==> src/design/hmsct_pkg.sv <==
`timescale 1ns / 1ps

package hmsct_pkg;

    localparam logic [6:0] MAX_HOURS   = 7'd99;
    localparam logic [5:0] MAX_MINSEC  = 6'd59;
    localparam logic [9:0] MS_PER_SEC  = 10'd1000;

    typedef enum logic [2:0] {
        MODE_IDLE  = 3'd0,
        MODE_SET   = 3'd1,
        MODE_RUN   = 3'd2,
        MODE_PAUSE = 3'd3,
        MODE_FIN   = 3'd4
    } mode_t;

    typedef enum logic [1:0] {
        FIELD_HOURS   = 2'd0,
        FIELD_MINUTES = 2'd1,
        FIELD_SECONDS = 2'd2
    } field_t;

    typedef enum logic [2:0] {
        BEEP_NONE   = 3'd0,
        BEEP_SHORT  = 3'd1,
        BEEP_DOUBLE = 3'd2,
        BEEP_ALARM  = 3'd3,
        BEEP_STOP   = 3'd4
    } beep_t;

    typedef enum logic [2:0] {
        EV_TICK      = 3'd0,
        EV_PRESS     = 3'd1,
        EV_LONG      = 3'd2,
        EV_SCROLL_UP = 3'd3,
        EV_SCROLL_DN = 3'd4
    } event_t;

    typedef enum logic [1:0] {
        CFG_BLINK = 2'd0,
        CFG_FLASH = 2'd1,
        CFG_ALARM = 2'd2
    } cfg_idx_t;

    typedef struct packed {
        logic [2:0] kind;
        logic       buzzer_busy;
    } evt_t;

    typedef struct packed {
        logic [2:0] mode;
        logic [1:0] edit_field;
        logic [6:0] show_hours;
        logic [5:0] show_minutes;
        logic [5:0] show_seconds;
        logic       blink_on;
        logic       flash_on;
        logic       redraw;
        logic [2:0] beep;
    } res_t;

    typedef struct packed {
        logic [11:0] blink_period;
        logic [11:0] flash_period;
        logic [11:0] alarm_repeat;
    } cfg_t;

    // Remaining time is kept as whole seconds rounded up (rem_h:rem_m:rem_s)
    // plus rem_frac in 1..1000 ms within the last second (0 when expired).
    typedef struct packed {
        mode_t       mode;
        field_t      field;
        logic [6:0]  saved_h;
        logic [5:0]  saved_m;
        logic [5:0]  saved_s;
        logic [6:0]  edit_h;
        logic [5:0]  edit_m;
        logic [5:0]  edit_s;
        logic [6:0]  rem_h;
        logic [5:0]  rem_m;
        logic [5:0]  rem_s;
        logic [9:0]  rem_frac;
        logic        seen_valid;
        logic [5:0]  seen_sec;
        logic        dirty;
        logic        blink_phase;
        logic        flash_phase;
        logic        alarm_done;
        logic [11:0] blink_cnt;
        logic [11:0] flash_cnt;
        logic [11:0] alarm_cnt;
    } tmr_state_t;

    localparam cfg_t CFG_RESET = '{
        blink_period: 12'd500,
        flash_period: 12'd300,
        alarm_repeat: 12'd1500
    };

    localparam tmr_state_t STATE_RESET = '{
        mode:        MODE_IDLE,
        field:       FIELD_HOURS,
        saved_h:     7'd0,
        saved_m:     6'd5,
        saved_s:     6'd0,
        edit_h:      7'd0,
        edit_m:      6'd5,
        edit_s:      6'd0,
        rem_h:       7'd0,
        rem_m:       6'd0,
        rem_s:       6'd0,
        rem_frac:    10'd0,
        seen_valid:  1'b0,
        seen_sec:    6'd0,
        dirty:       1'b1,
        blink_phase: 1'b1,
        flash_phase: 1'b1,
        alarm_done:  1'b0,
        blink_cnt:   12'd0,
        flash_cnt:   12'd0,
        alarm_cnt:   12'd0
    };

endpackage

==> src/design/hmsct_next.sv <==
`timescale 1ns / 1ps

module hmsct_next
    import hmsct_pkg::*;
(
    input  tmr_state_t cur,
    input  cfg_t       cfg,
    input  evt_t       evt,
    output tmr_state_t nxt,
    output res_t       res
);

    function automatic logic [6:0] inc_wrap7(input logic [6:0] v, input logic [6:0] top);
        return (v >= top) ? 7'd0 : v + 7'd1;
    endfunction

    function automatic logic [6:0] dec_wrap7(input logic [6:0] v, input logic [6:0] top);
        return (v == 7'd0) ? top : v - 7'd1;
    endfunction

    function automatic logic [5:0] inc_wrap6(input logic [5:0] v, input logic [5:0] top);
        return (v >= top) ? 6'd0 : v + 6'd1;
    endfunction

    function automatic logic [5:0] dec_wrap6(input logic [5:0] v, input logic [5:0] top);
        return (v == 6'd0) ? top : v - 6'd1;
    endfunction

    tmr_state_t n;
    beep_t      beep;
    logic       entered;
    logic       rem_le_one;
    logic [11:0] el;

    assign rem_le_one = (cur.rem_h == 7'd0) && (cur.rem_m == 6'd0) &&
                        ((cur.rem_s == 6'd0) ||
                         ((cur.rem_s == 6'd1) && (cur.rem_frac <= 10'd1)));

    always_comb
    begin
        n       = cur;
        beep    = BEEP_NONE;
        entered = 1'b0;
        el      = 12'd0;

        case (evt.kind)
            EV_TICK:
            begin
                if (cur.mode == MODE_RUN)
                begin
                    if (rem_le_one)
                    begin
                        n.rem_h       = 7'd0;
                        n.rem_m       = 6'd0;
                        n.rem_s       = 6'd0;
                        n.rem_frac    = 10'd0;
                        n.mode        = MODE_FIN;
                        n.flash_cnt   = 12'd0;
                        n.flash_phase = 1'b1;
                        n.alarm_done  = 1'b0;
                        n.alarm_cnt   = 12'd0;
                        n.dirty       = 1'b1;
                        entered       = 1'b1;
                    end
                    else
                    begin
                        if (cur.rem_frac > 10'd1)
                        begin
                            n.rem_frac = cur.rem_frac - 10'd1;
                        end
                        else
                        begin
                            // borrow one whole second
                            n.rem_frac = MS_PER_SEC;
                            if (cur.rem_s != 6'd0)
                            begin
                                n.rem_s = cur.rem_s - 6'd1;
                            end
                            else
                            begin
                                n.rem_s = MAX_MINSEC;
                                if (cur.rem_m != 6'd0)
                                begin
                                    n.rem_m = cur.rem_m - 6'd1;
                                end
                                else
                                begin
                                    n.rem_m = MAX_MINSEC;
                                    n.rem_h = cur.rem_h - 7'd1;
                                end
                            end
                        end
                        if (!cur.seen_valid || (n.rem_s != cur.seen_sec))
                        begin
                            n.seen_valid = 1'b1;
                            n.seen_sec   = n.rem_s;
                            n.dirty      = 1'b1;
                        end
                    end
                end

                if (n.mode == MODE_FIN)
                begin
                    el = entered ? 12'd0 : n.flash_cnt + 12'd1;
                    if (el >= cfg.flash_period)
                    begin
                        n.flash_phase = ~n.flash_phase;
                        n.flash_cnt   = 12'd0;
                        n.dirty       = 1'b1;
                    end
                    else
                    begin
                        n.flash_cnt = el;
                    end

                    if (!n.alarm_done)
                    begin
                        beep         = BEEP_ALARM;
                        n.alarm_done = 1'b1;
                        n.alarm_cnt  = 12'd0;
                    end
                    else if (n.alarm_cnt + 12'd1 >= cfg.alarm_repeat)
                    begin
                        if (!evt.buzzer_busy)
                        begin
                            beep = BEEP_ALARM;
                        end
                        n.alarm_cnt = 12'd0;
                    end
                    else
                    begin
                        n.alarm_cnt = n.alarm_cnt + 12'd1;
                    end
                end

                if (cur.mode == MODE_SET)
                begin
                    if (cur.blink_cnt + 12'd1 >= cfg.blink_period)
                    begin
                        n.blink_phase = ~cur.blink_phase;
                        n.blink_cnt   = 12'd0;
                        n.dirty       = 1'b1;
                    end
                    else
                    begin
                        n.blink_cnt = cur.blink_cnt + 12'd1;
                    end
                end
            end

            EV_PRESS:
            begin
                case (cur.mode)
                    MODE_IDLE:
                    begin
                        n.mode        = MODE_SET;
                        n.field       = FIELD_HOURS;
                        n.edit_h      = cur.saved_h;
                        n.edit_m      = cur.saved_m;
                        n.edit_s      = cur.saved_s;
                        n.blink_phase = 1'b1;
                        n.blink_cnt   = 12'd0;
                        n.dirty       = 1'b1;
                    end
                    MODE_SET:
                    begin
                        if (cur.field == FIELD_HOURS || cur.field == FIELD_MINUTES)
                        begin
                            n.field       = (cur.field == FIELD_HOURS) ? FIELD_MINUTES
                                                                      : FIELD_SECONDS;
                            n.blink_phase = 1'b1;
                            n.blink_cnt   = 12'd0;
                            n.dirty       = 1'b1;
                        end
                        else if (cur.edit_h == 7'd0 && cur.edit_m == 6'd0 &&
                                 cur.edit_s == 6'd0)
                        begin
                            beep    = BEEP_DOUBLE;
                            n.field = FIELD_HOURS;
                            n.dirty = 1'b1;
                        end
                        else
                        begin
                            n.saved_h    = cur.edit_h;
                            n.saved_m    = cur.edit_m;
                            n.saved_s    = cur.edit_s;
                            n.rem_h      = cur.edit_h;
                            n.rem_m      = cur.edit_m;
                            n.rem_s      = cur.edit_s;
                            n.rem_frac   = MS_PER_SEC;
                            n.seen_valid = 1'b0;
                            n.mode       = MODE_RUN;
                            beep         = BEEP_SHORT;
                            n.dirty      = 1'b1;
                        end
                    end
                    MODE_RUN:
                    begin
                        n.mode  = MODE_PAUSE;
                        n.dirty = 1'b1;
                    end
                    MODE_PAUSE:
                    begin
                        n.mode  = MODE_RUN;
                        beep    = BEEP_SHORT;
                        n.dirty = 1'b1;
                    end
                    MODE_FIN:
                    begin
                        n.mode  = MODE_IDLE;
                        beep    = BEEP_STOP;
                        n.dirty = 1'b1;
                    end
                    default:
                    begin
                    end
                endcase
            end

            EV_LONG:
            begin
                if (cur.mode == MODE_PAUSE || cur.mode == MODE_RUN || cur.mode == MODE_SET)
                begin
                    n.mode     = MODE_IDLE;
                    n.rem_h    = 7'd0;
                    n.rem_m    = 6'd0;
                    n.rem_s    = 6'd0;
                    n.rem_frac = 10'd0;
                    n.dirty    = 1'b1;
                    beep       = BEEP_SHORT;
                end
            end

            EV_SCROLL_UP, EV_SCROLL_DN:
            begin
                if (cur.mode == MODE_SET)
                begin
                    case (cur.field)
                        FIELD_HOURS:
                            n.edit_h = (evt.kind == EV_SCROLL_UP)
                                     ? inc_wrap7(cur.edit_h, MAX_HOURS)
                                     : dec_wrap7(cur.edit_h, MAX_HOURS);
                        FIELD_MINUTES:
                            n.edit_m = (evt.kind == EV_SCROLL_UP)
                                     ? inc_wrap6(cur.edit_m, MAX_MINSEC)
                                     : dec_wrap6(cur.edit_m, MAX_MINSEC);
                        FIELD_SECONDS:
                            n.edit_s = (evt.kind == EV_SCROLL_UP)
                                     ? inc_wrap6(cur.edit_s, MAX_MINSEC)
                                     : dec_wrap6(cur.edit_s, MAX_MINSEC);
                        default:
                        begin
                        end
                    endcase
                    n.blink_phase = 1'b1;
                    n.blink_cnt   = 12'd0;
                    n.dirty       = 1'b1;
                end
            end

            default:
            begin
            end
        endcase
    end

    always_comb
    begin
        res.mode       = n.mode;
        res.edit_field = n.field;
        case (n.mode)
            MODE_IDLE:
            begin
                res.show_hours   = n.saved_h;
                res.show_minutes = n.saved_m;
                res.show_seconds = n.saved_s;
            end
            MODE_SET:
            begin
                res.show_hours   = n.edit_h;
                res.show_minutes = n.edit_m;
                res.show_seconds = n.edit_s;
            end
            default:
            begin
                res.show_hours   = n.rem_h;
                res.show_minutes = n.rem_m;
                res.show_seconds = n.rem_s;
            end
        endcase
        res.blink_on = n.blink_phase;
        res.flash_on = n.flash_phase;
        res.redraw   = n.dirty;
        res.beep     = beep;

        // redraw is cleared once reported
        nxt       = n;
        nxt.dirty = 1'b0;
    end

endmodule

==> src/design/hms_countdown_timer_unit.sv <==
`timescale 1ns / 1ps

// Hours/minutes/seconds countdown timer. Each input item is one event (1 ms
// tick, press, long press, scroll up/down) and yields exactly one result item
// with mode, edit field, displayed time, blink/flash phases, a one-shot redraw
// flag and a buzzer command. Throughput is one item per clock unless stalled:
// the whole state update is a single pass of next-state logic, and the result
// is written to an output register on acceptance. That register frees the
// input side, so a new item is taken while the previous result drains; in_stall
// rises only when the output register is full and downstream stalls. Remaining
// time is held as h:m:s (rounded up) plus ms within the current second, so the
// display needs no divider. Configuration writes (periods in ms) are always
// ready and are meant to happen while the block is idle.
module hms_countdown_timer_unit
    import hmsct_pkg::*;
(
    input  logic        clk,
    input  logic        rst_n,

    input  logic        in_valid,
    output logic        in_stall,
    input  evt_t        in_item,

    output logic        out_valid,
    input  logic        out_stall,
    output res_t        out_item,

    input  logic        cfg_valid,
    output logic        cfg_ready,
    input  logic [1:0]  cfg_index,
    input  logic [11:0] cfg_data
);

    tmr_state_t state_reg;
    tmr_state_t state_next;
    cfg_t       cfg_reg;
    res_t       res_next;
    res_t       out_reg;
    logic       out_valid_reg;
    logic       accept;

    // input is taken when the output register is empty or draining this cycle
    assign in_stall  = out_valid_reg && out_stall;
    assign accept    = in_valid && !in_stall;
    assign cfg_ready = 1'b1;

    hmsct_next u_next (
        .cur (state_reg),
        .cfg (cfg_reg),
        .evt (in_item),
        .nxt (state_next),
        .res (res_next)
    );

    always_ff @(posedge clk or negedge rst_n)
    begin
        if (!rst_n)
        begin
            cfg_reg <= CFG_RESET;
        end
        else if (cfg_valid && cfg_ready)
        begin
            case (cfg_index)
                CFG_BLINK: cfg_reg.blink_period <= cfg_data;
                CFG_FLASH: cfg_reg.flash_period <= cfg_data;
                CFG_ALARM: cfg_reg.alarm_repeat <= cfg_data;
                default:
                begin
                end
            endcase
        end
    end

    always_ff @(posedge clk or negedge rst_n)
    begin
        if (!rst_n)
        begin
            state_reg     <= STATE_RESET;
            out_valid_reg <= 1'b0;
        end
        else
        begin
            if (accept)
            begin
                state_reg     <= state_next;
                out_valid_reg <= 1'b1;
            end
            else if (!out_stall)
            begin
                out_valid_reg <= 1'b0;
            end
        end
    end

    // result payload, no reset needed
    always_ff @(posedge clk)
    begin
        if (accept)
        begin
            out_reg <= res_next;
        end
    end

    assign out_valid = out_valid_reg;
    assign out_item  = out_reg;

endmodule

==> config.mk <==
export PLATFORM = sky130hd
export DESIGN_NAME = hms_countdown_timer_unit
export DESIGN_NICKNAME = d
export VERILOG_FILES = /design/src/design/hmsct_pkg.sv /design/src/design/hmsct_next.sv /design/src/design/hms_countdown_timer_unit.sv
export SDC_FILE = /design/constraint.sdc
export NUM_CORES = 1
export LEC_CHECK = 0
export BUFFER_PORTS_ARGS = -buffer_cell sky130_fd_sc_hd__buf_2
export CAP_MARGIN = 20
export CORE_MARGIN = 2
export CORE_UTILIZATION = 63
export DETAILED_ROUTE_END_ITERATION = 10
export PLACE_DENSITY = 0.93
export SLEW_MARGIN = 10
export SYNTH_ARGS = -nofsm -noshare
export SYNTH_HDL_FRONTEND = slang
export SYNTH_SLANG_ARGS = --single-unit
==> constraint.sdc <==
create_clock -name clk -period 5.4 [get_ports clk]
set_input_delay 0.54 -clock clk [delete_from_list [all_inputs] [get_ports clk]]
set_output_delay 0.54 -clock clk [all_outputs]
set_load 0.01 [all_outputs]
==> impl_metrics.env <==
export IMPL_status="finished, final reports clean"
export IMPL_synth_avg_cell_area_sq_um=9.07
export IMPL_die_w_um=143
export IMPL_fin_nets=1429
export IMPL_initial_core_util=0.647
export IMPL_ys_top_cells_by_area="dfrtp_1 (27%), edfxtp_1 (7.4%), mux2_2 (5.4%)"
export IMPL_tightest_slew_ps=1050
export IMPL_stdcell_area_sq_um=13200
export IMPL_required_ps=5790
export IMPL_core_sq_um=18800
export IMPL_diodes=0
export IMPL_wire_per_inst_um=19.8
export IMPL_switching_share=0.377
export IMPL_numCtsBuffers=17
export IMPL_die_h_um=143
export IMPL_io_buffers=54
export IMPL_power_mw=4.48
export IMPL_nFillCells=1280
export IMPL_syn_inst=1343
export IMPL_cts_hold_buf=0
export IMPL_p_switching_mw=1.69
export IMPL_hpwl_mm=21.4
export IMPL_place_inst=1594
export IMPL_synthFlopType="dfrtp_1"
export IMPL_setup_ws_ps=422
export IMPL_maxCapViolations=0
export IMPL_syn2layout_area_growth_pct=8.57
export IMPL_cp_end_kind="register"
export IMPL_cp_common_cell="ha_1"
export IMPL_worstHoldPathType="input port to asynchronous set/reset pin"
export IMPL_die_area_sq_um=20500
export IMPL_period_minus_slack_ps=4980
export IMPL_max_freq_mhz=201
export IMPL_via_count=11000
export IMPL_gr_total_overflow=0
export IMPL_setup_violations=0
export IMPL_cp_max_fo=10
export IMPL_clock_sinks=186
export IMPL_clk_latency_ps=450
export IMPL_netlist_top_cells_count="nand2_1 (151), dfrtp_1 (132), o21ai_0 (89)"
export IMPL_critPathMaxStageDelay_ps=640
export IMPL_viasPerCell=6.74
export IMPL_largest_reg_flops=119
export IMPL_p_per_area_nw_per_um2=339
export IMPL_drc=0
export IMPL_synthArstFlopShare=0.839
export IMPL_fin_util=0.702
export IMPL_groute_usage_overall=0.321
export IMPL_synth_top_area_share=0.271
export IMPL_cts_tree="yes"
export IMPL_ys_seq_area_frac=0.397
export IMPL_r2r_cells=19
export IMPL_final_layout_size_suffix_gt1_frac=0.166
export IMPL_final_setup_tns_ps=0
export IMPL_ys_types=85
export IMPL_cts_clk_slew_worst_paths_ps=80
export IMPL_ctsRootBufferMaster="clkbuf_16"
export IMPL_synthesis_nets=1418
export IMPL_ys_warn_count=0
export IMPL_drv_slew=0
export IMPL_grt_pass1_vias=10500
export IMPL_synth_area_leader_cell="dfrtp_1"
export IMPL_grt_start_max_net_pins=106
export IMPL_min_period_over_period=0.922
export IMPL_path_class="register to register"
export IMPL_rsz0062_at_grt="false"
export IMPL_leakage_nw=5.88
export IMPL_ant_nets=0
export IMPL_critPathSlowestCell="nor3_1"
export IMPL_arrival_ps=5370
export IMPL_syn_area_sq_um=12200
export IMPL_multiInputGateArea_sq_um=6760
export IMPL_yosysMostFrequentCell="nand2_1"
export IMPL_placed_area_sq_um=12600
export IMPL_power_frac_comb=0.297
export IMPL_cts_setup_buffers=0
export IMPL_intPower_mw=2.79
export IMPL_hold_viol=0
export IMPL_seqCellArea_sq_um=4830
export IMPL_seqPwrFrac=0.423
export IMPL_startpoint_type="register"
export IMPL_irDropWorstVdd_v=0.000259
export IMPL_routed_wl_mm=32.2
export IMPL_final_cells=1627
export IMPL_skew_ps=8.84
export IMPL_io_pins=56
export IMPL_drtIter0Drc=1647
export IMPL_first_pass_iters=8
export IMPL_h_tree_depth=4
export IMPL_grt_pass1_wl_mm=52.4
export IMPL_cts_path_max_buffers=2
export IMPL_synth_edff_count=30
export IMPL_ys_ff_latch=186
export IMPL_pwr_share_clk=0.279
export IMPL_grt_antenna_before_repair=0
export IMPL_hold_ws_ps=214
export IMPL_slew_headroom=0.299
export IMPL_gp_congestion=0.969
export IMPL_std_cell_rows=50
export IMPL_path_cells="inv_1 > ha_1 > o21ba_2 > a41oi_1 > nor4_4 > buf_4 > nor2b_1 > ha_1 > nand3_1 > nor2_1 > nand3_1 > xor2_1 > nor2_1 > ha_1 > a222oi_1 > nand4_1 > o31a_1 > nor3_1 > mux2_2"
export IMPL_place_ws_ps=530
## worst max-delay path, delay by kind of cell, from the launching register on
kind | cells | cell delay, ps
buffers and inverters | 2 | 370
AND/OR/NAND/NOR | 8 | 1840
flip-flops | 1 | 400
XOR/XNOR | 1 | 140
multiplexers | 1 | 270
adder cells (fa/ha/maj) | 3 | 690
AO/OA/AOI/OAI | 4 | 1190
## per-layer routing
layer | global-route usage | part of all wire | up-vias
met2 | 0.525 | 0.48 | 725
met1 | 0.411 | 0.40 | 5195
met3 | 0.0654 | 0.093 | 110
met5 | 0 | 0 | -
li1 | - | - | 4943
met4 | 0.152 | 0.032 | 0
## power by group through the flow
stage / sequential, mW / combinational (mW) / clock, mW
finish: 1.90 / 1.33 / 1.25
global route: 1.92 / 1.46 / 1.31
CTS: 1.88 / 1.30 / 1.25
detailed placement: 1.90 / 1.27 / 0
global placement: 1.89 / 1.21 / 0
floorplan: 1.80 / 1.00 / 0
## cell usage in the layout, fill, tap and decap left out, types with 20 or more instances in the layout
| cell type | n |
|---|---|
| ha_1 | 52 |
| dfstp_2 | 24 |
| a21oi_1 | 74 |
| inv_1 | 75 |
| nor2_1 | 83 |
| mux2i_1 | 34 |
| nand2_1 | 150 |
| mux2_2 | 58 |
| edfxtp_1 | 30 |
| nor3_1 | 28 |
| buf_4 | 21 |
| buf_2 | 53 |
| o21ai_0 | 89 |
| dfrtp_1 | 132 |
| nand3_1 | 44 |
| xnor2_1 | 20 |
| a22o_1 | 27 |
## final timing paths
path,to,from,slack [ps]
worst max-delay path,state_reg[0]$_DFFE_PN0P_,state_reg[47]$_DFFE_PN0P_,420
min in group clk,out_valid$_DFFE_PN0P_,in_valid,310
max in group asynchronous,state_reg[83]$_DFFE_PN0P_,rst_n,3910
worst min register to register,cfg_reg[13]$_DFFE_PN0P_,cfg_reg[13]$_DFFE_PN0P_,520
worst max register to register,state_reg[0]$_DFFE_PN0P_,state_reg[47]$_DFFE_PN0P_,420
worst min-delay path,cfg_reg[0]$_DFFE_PN0P_,rst_n,210
## logic make-up (layout without fill, tap and decap cells)
family          count (synthesis)  count (layout)  synth area share
simple gates                  449             449             0.184
xor+xnor                       35              35            0.0252
mux                            97              97            0.0871
other cells                     1               1          0.000308
flops                         186             186             0.397
fa+ha+maj                      52              52            0.0534
compound gates                364             364             0.202
buf+inv                       159             183            0.0509
## area by class of cell
| type | instances | area share |
|---|---|---|
| Clock buffer | 17 | 0.0322 |
| Tap cell | 260 | 0.0246 |
| Inverter | 76 | 0.0216 |
| Clock inverter | 15 | 0.0118 |
| Timing Repair Buffer | 75 | 0.0328 |
| Multi-Input combinational cell | 998 | 0.511 |
| Sequential cell | 186 | 0.366 |
## what timing repair did
item                                   CTS  global route
setup endpoints to repair                0            10
endpoints found under the hold margin    0             0
resized for setup                        0             1
(Power assumes the default switching activity.)
